$ cat config.mk
export PLATFORM = sky130hd
export DESIGN_NAME = lwrl_cfg_regs
export DESIGN_NICKNAME = d
export VERILOG_FILES = /design/src/lwrl_pkg.sv /design/src/lwrl_cfg_regs.sv
export SDC_FILE = /design/constraint.sdc
export NUM_CORES = 1
export LEC_CHECK = 0
export ABC_AREA = 1
export BUFFER_PORTS_ARGS = -buffer_cell sky130_fd_sc_hd__buf_2
export CORE_ASPECT_RATIO = 0.75
export CORE_MARGIN = 2
export CORE_UTILIZATION = 43
export DETAILED_ROUTE_END_ITERATION = 12
export GPL_ROUTABILITY_DRIVEN = 0
export GPL_TIMING_DRIVEN = 0
export PLACE_DENSITY = 0.74
export SETUP_SLACK_MARGIN = 0.2
export SLEW_MARGIN = 20
export SYNTH_ARGS = -nofsm -noshare
export SYNTH_HDL_FRONTEND = slang
export SYNTH_SLANG_ARGS = --single-unit
export TNS_END_PERCENT = 10
$ cat constraint.sdc
create_clock -name clk_i -period 0.8 [get_ports clk_i]
set_input_delay 0.12 -clock clk_i [delete_from_list [all_inputs] [get_ports clk_i]]
set_output_delay 0.12 -clock clk_i [all_outputs]
set_load 0.005 [all_outputs]
$ cat src/lwrl_pkg.sv
// shared types, constants and helpers for the loss window request limiter
`default_nettype none

package lwrl_pkg;

  localparam int unsigned LOSS_DEPTH = 64;
  localparam int unsigned PTR_W      = $clog2(LOSS_DEPTH);
  localparam int unsigned FILL_W     = $clog2(LOSS_DEPTH + 1);
  localparam int unsigned TIME_W     = 64;
  localparam int unsigned NS_W       = 40;
  localparam int unsigned THR_W      = 7;
  localparam int unsigned KBPS_W     = 20;
  localparam int unsigned CNT_OUT_W  = 7;
  localparam int unsigned CFG_IDX_W  = 3;
  localparam int unsigned CFG_DATA_W = 64;

  // configuration register indexes
  localparam logic [CFG_IDX_W-1:0] REG_WINDOW       = 3'd0;
  localparam logic [CFG_IDX_W-1:0] REG_THRESHOLD    = 3'd1;
  localparam logic [CFG_IDX_W-1:0] REG_BR_HOLDOFF   = 3'd2;
  localparam logic [CFG_IDX_W-1:0] REG_KF_HOLDOFF   = 3'd3;
  localparam logic [CFG_IDX_W-1:0] REG_STEP_KBPS    = 3'd4;

  // request types
  localparam logic [2:0] REQ_LOSS     = 3'd0;
  localparam logic [2:0] REQ_FAILURE  = 3'd1;
  localparam logic [2:0] REQ_POLL_BR  = 3'd2;
  localparam logic [2:0] REQ_POLL_KF  = 3'd3;
  localparam logic [2:0] REQ_COUNT    = 3'd4;

  // reset values of the configuration registers
  localparam logic [NS_W-1:0]   RST_WINDOW     = 40'd1000000000;
  localparam logic [THR_W-1:0]  RST_THRESHOLD  = 7'd3;
  localparam logic [NS_W-1:0]   RST_BR_HOLDOFF = 40'd1000000000;
  localparam logic [NS_W-1:0]   RST_KF_HOLDOFF = 40'd500000000;
  localparam logic [KBPS_W-1:0] RST_STEP_KBPS  = 20'd2000;

  typedef struct packed {
    logic [2:0]        req_type;
    logic [TIME_W-1:0] now_time;
  } in_t;

  typedef struct packed {
    logic                 bitrate_request;
    logic [KBPS_W-1:0]    requested_kbps;
    logic                 keyframe_request;
    logic [CNT_OUT_W-1:0] loss_count;
  } out_t;

  typedef struct packed {
    logic [NS_W-1:0]   window_ns;
    logic [THR_W-1:0]  loss_threshold;
    logic [NS_W-1:0]   bitrate_holdoff_ns;
    logic [NS_W-1:0]   keyframe_holdoff_ns;
    logic [KBPS_W-1:0] step_down_kbps;
  } cfg_t;

  typedef struct packed {
    logic              idle;
    logic [FILL_W-1:0] fill;
  } eng_stat_t;

  // next ring slot with wrap at the ring depth
  function automatic logic [PTR_W-1:0] ptr_inc(input logic [PTR_W-1:0] p);
    logic [PTR_W-1:0] r;
    if (p == PTR_W'(LOSS_DEPTH - 1)) r = '0;
    else r = p + PTR_W'(1);
    return r;
  endfunction

  // loss count clipped to the output field
  function automatic logic [CNT_OUT_W-1:0] sat_count(input logic [FILL_W-1:0] c);
    logic [31:0] w;
    logic [CNT_OUT_W-1:0] r;
    w = 32'(c);
    if (w > 32'd127) r = 7'd127;
    else r = w[CNT_OUT_W-1:0];
    return r;
  endfunction

endpackage

`default_nettype wire

$ cat src/lwrl_cfg_regs.sv
// configuration register bank
`default_nettype none

module lwrl_cfg_regs (
  input  wire logic                            clk_i,
  input  wire logic                            rst_ni,
  input  wire logic                            cfg_valid_i,
  input  wire logic [lwrl_pkg::CFG_IDX_W-1:0]  cfg_index_i,
  input  wire logic [lwrl_pkg::CFG_DATA_W-1:0] cfg_data_i,
  output lwrl_pkg::cfg_t                       cfg_o
);

  lwrl_pkg::cfg_t cfg_q, cfg_d;

  always_comb begin
    cfg_d = cfg_q;
    if (cfg_valid_i) begin
      case (cfg_index_i)
        lwrl_pkg::REG_WINDOW: begin
          cfg_d.window_ns = cfg_data_i[lwrl_pkg::NS_W-1:0];
        end
        lwrl_pkg::REG_THRESHOLD: begin
          cfg_d.loss_threshold = cfg_data_i[lwrl_pkg::THR_W-1:0];
        end
        lwrl_pkg::REG_BR_HOLDOFF: begin
          cfg_d.bitrate_holdoff_ns = cfg_data_i[lwrl_pkg::NS_W-1:0];
        end
        lwrl_pkg::REG_KF_HOLDOFF: begin
          cfg_d.keyframe_holdoff_ns = cfg_data_i[lwrl_pkg::NS_W-1:0];
        end
        lwrl_pkg::REG_STEP_KBPS: begin
          cfg_d.step_down_kbps = cfg_data_i[lwrl_pkg::KBPS_W-1:0];
        end
        default: begin
        end
      endcase
    end
  end

  always_ff @(posedge clk_i or negedge rst_ni) begin
    if (!rst_ni) begin
      cfg_q.window_ns           <= lwrl_pkg::RST_WINDOW;
      cfg_q.loss_threshold      <= lwrl_pkg::RST_THRESHOLD;
      cfg_q.bitrate_holdoff_ns  <= lwrl_pkg::RST_BR_HOLDOFF;
      cfg_q.keyframe_holdoff_ns <= lwrl_pkg::RST_KF_HOLDOFF;
      cfg_q.step_down_kbps      <= lwrl_pkg::RST_STEP_KBPS;
    end else begin
      cfg_q <= cfg_d;
    end
  end

  assign cfg_o = cfg_q;

endmodule

`default_nettype wire

==> flow_metrics.py <==
metrics = {
    "sta": {
        "min_period_ps": 1180,
        "grt_setup_unrepaired": "true",
        "worst_clock_skew_ps": 0,
        "worstMarginPinSlew_ps": 588,
        "relSlewSlack_pct": 60.8,
        "whs_ps": -346,
        "final.period_utilization_pct": 148,
        "postLayoutSetupSlackWorst_ps": -381,
        "finalHoldViolCount": 99,
        "drv_slew": 0,
        "setup_violations": 148,
        "max_freq_ghz": 0.847,
    },
    "routing": {
        "drc": 0,
        "dr.pass1.iters": 6,
        "drtIter0Drc": 420,
        "antenna_left": 0,
        "num_vias": 5257,
        "viasPerCell": 4.95,
        "wl_per_cell_um": 16.0,
        "wl_um": 17000,
    },
    "global_route": {
        "grt_overflow_total": 0,
        "grt_usage_pct": 24.0,
        "grt_pass1_wl_um": 26700,
        "antenna_found_initial": 0,
        "first_global_vias": 5033,
        "grt_max_degree": 78,
    },
    "synth": {
        "syn-num-nets": 716,
        "syn_inst": 646,
        "syn-cell-area_um2": 5790,
        "ys_seq_elements": 147,
        "synth_area_leaders": "dfrtp_1 (43%), nand2_1 (22%), dfstp_2 (21%), nand3_1 (9.3%), buf_2 (2.0%)",
        "synth_top_area_share_pct": 43.2,
        "synth.yosys.seq_area_share_pct": 64.6,
        "synth_cell_types": 12,
        "syn_avg_cell_area_um2": 8.96,
        "synth_top_area_cell": "dfrtp_1",
        "yosys_warnings": 0,
    },
    "setup_path": {
        "ff2ff_path_depth": 3,
        "setup.worst_path.start": "cfg_o[36]",
        "crit_path_max_fanout": 2,
        "rrSetupSlack_ps": 0,
        "crit_family": "flip-flops",
        "slowest_delay_ps": 550,
        "reg2reg_to": "cfg_o[135]",
        "crit_buf_inv": 1,
        "start_kind": "flip-flop",
        "slowest_stage": "dfstp_2",
        "required_ps": 680,
        "regToRegStartpoint": "cfg_o[135]",
        "critPathCaptureType": "primary output",
        "crit_chain": "buf_6",
        "path_class": "flip-flop to primary output",
        "critical_path_arrival_ps": 1060,
    },
    "layout": {
        "mostFrequentLayoutCell": "nand2_1",
        "largest_reg_flops": 147,
        "fillCellCount": 1148,
        "antennaDiodeCount": 0,
        "drive_gt1_share_pct": 36.5,
        "final_util_pct": 62.0,
        "syn_to_final_growth_pct": 40.0,
        "most-common-layout-cells": "nand2_1 (337), buf_2 (176), nand3_1 (107)",
        "fin_nets": 947,
    },
    "floorplan": {
        "die_w_um": 138,
        "dieArea_um2": 14400,
        "core_um2": 13100,
        "top_level_ports": 217,
        "die_h_um": 104,
        "initial_utilization_pct": 44.3,
        "rows": 36,
    },
    "clocking": {
        "htree_levels": 4,
        "clk_latency_ps": 410,
        "numCtsBuffers": 17,
        "clk_path_buf_depth": 2,
        "clock-sinks": 147,
        "cts_tree": "done",
        "clk_pin_slew_ps": 60,
        "ctsRootBufferMaster": "clkbuf_16",
    },
    "hold_path": {
        "hp-class": "input pin to asynchronous set/reset pin",
    },
    "run_status": {
        "status": "finished with violations",
        "violations": "negative hold slack, negative setup slack",
    },
    "power_and_ir_drop": {
        "p_total_w": 0.0222,
        "p_leak_nw": 4.52,
        "ir_worst_vdd_mv": 1.83,
        "power_density_nw_per_um2": 2740,
    },
    "placement": {
        "hpwl_um": 11600,
        "portBuffers": 192,
    },
    "job": {
        "maxCapViolations": 0,
    },
}
final cells by class:
type,instances,area (um^2),area share [%]
Clock buffer,22,454,5.60
Multi-Input combinational cell,454,1890,23.3
Tap cell,171,214,2.64
Clock inverter,10,135,1.67
Sequential cell,147,3740,46.1
Buffer,39,262,3.23
Inverter,6,22.5,0.278
Timing Repair Buffer,212,1390,17.2
synth_stat cells, drive strengths merged:
cell / n
buf: 24
clkbuf: 15
dfrtp: 100
dfstp: 47
inv: 6
nand2: 342
nand3: 107
nor2: 5
repair_timing:
| item | in CTS | in global routing |
|---|---|---|
| hold endpoints to repair | 159 | 103 |
| gates resized for setup | 36 | 42 |
| hold buffers | 12 | 3 |
| setup buffers | 2 | 2 |
| pin swaps | 17 | 18 |
| setup endpoints to repair | 294 | 294 |
through the flow:
| step | std cells | hold slack, ps | area (um^2) | TNS (ps) | worst slack, ps |
|---|---|---|---|---|---|
| 2_1_floorplan | 646 | -176 | 5820 | -326 | -6.13 |
| 3_3_place_gp | 1009 | 348 | 7000 | -384910 | -2460 |
| 3_5_place_dp | 1010 | 131 | 7040 | -73400 | -578 |
| 4_1_cts | 1056 | -307 | 7900 | -43640 | -399 |
| 5_1_grt | 1061 | -313 | 8100 | -48550 | -412 |
| 6_report | 1061 | -346 | 8100 | -41620 | -381 |
per-layer routing:
| metal | part of all wire (%) | vias up | wire length (um) | track usage [%] |
|---|---|---|---|---|
| li1 | - | 2497 | - | - |
| met2 | 46 | 217 | 7720 | 35.5 |
| met3 | 8.5 | 19 | 1440 | 7.50 |
| met5 | 0 | - | 0 | 0 |
| met4 | 1.1 | 0 | 190 | 6.41 |
| met1 | 45 | 2524 | 7610 | 34.3 |
report_power, final:
part / internal [W] / switching (W)
clock network: 0.00498 / 0.00304
registers: 0.00917 / 0.000866
logic: 0.00210 / 0.00207
worst max path at each step:
stage | end | slack [ps] | depth (start not counted)
2_1_floorplan | cfg_o[64] | -6 | 5
3_3_place_gp | cfg_o[5] | -2460 | 1
3_5_place_dp | cfg_o[42] | -580 | 6
4_1_cts | cfg_o[34] | -400 | 1
5_1_grt | cfg_o[127] | -410 | 1
6_report | cfg_o[36] | -380 | 1
cells by family (layout without fill, tap and decap cells):
family	after synthesis	count (layout)	synth area share, %
buffers and inverters	45	289	3.48
flip-flops	147	147	64.6
AND/OR/NAND/NOR	454	454	32.0
Power figures use the tool's default switching activity.
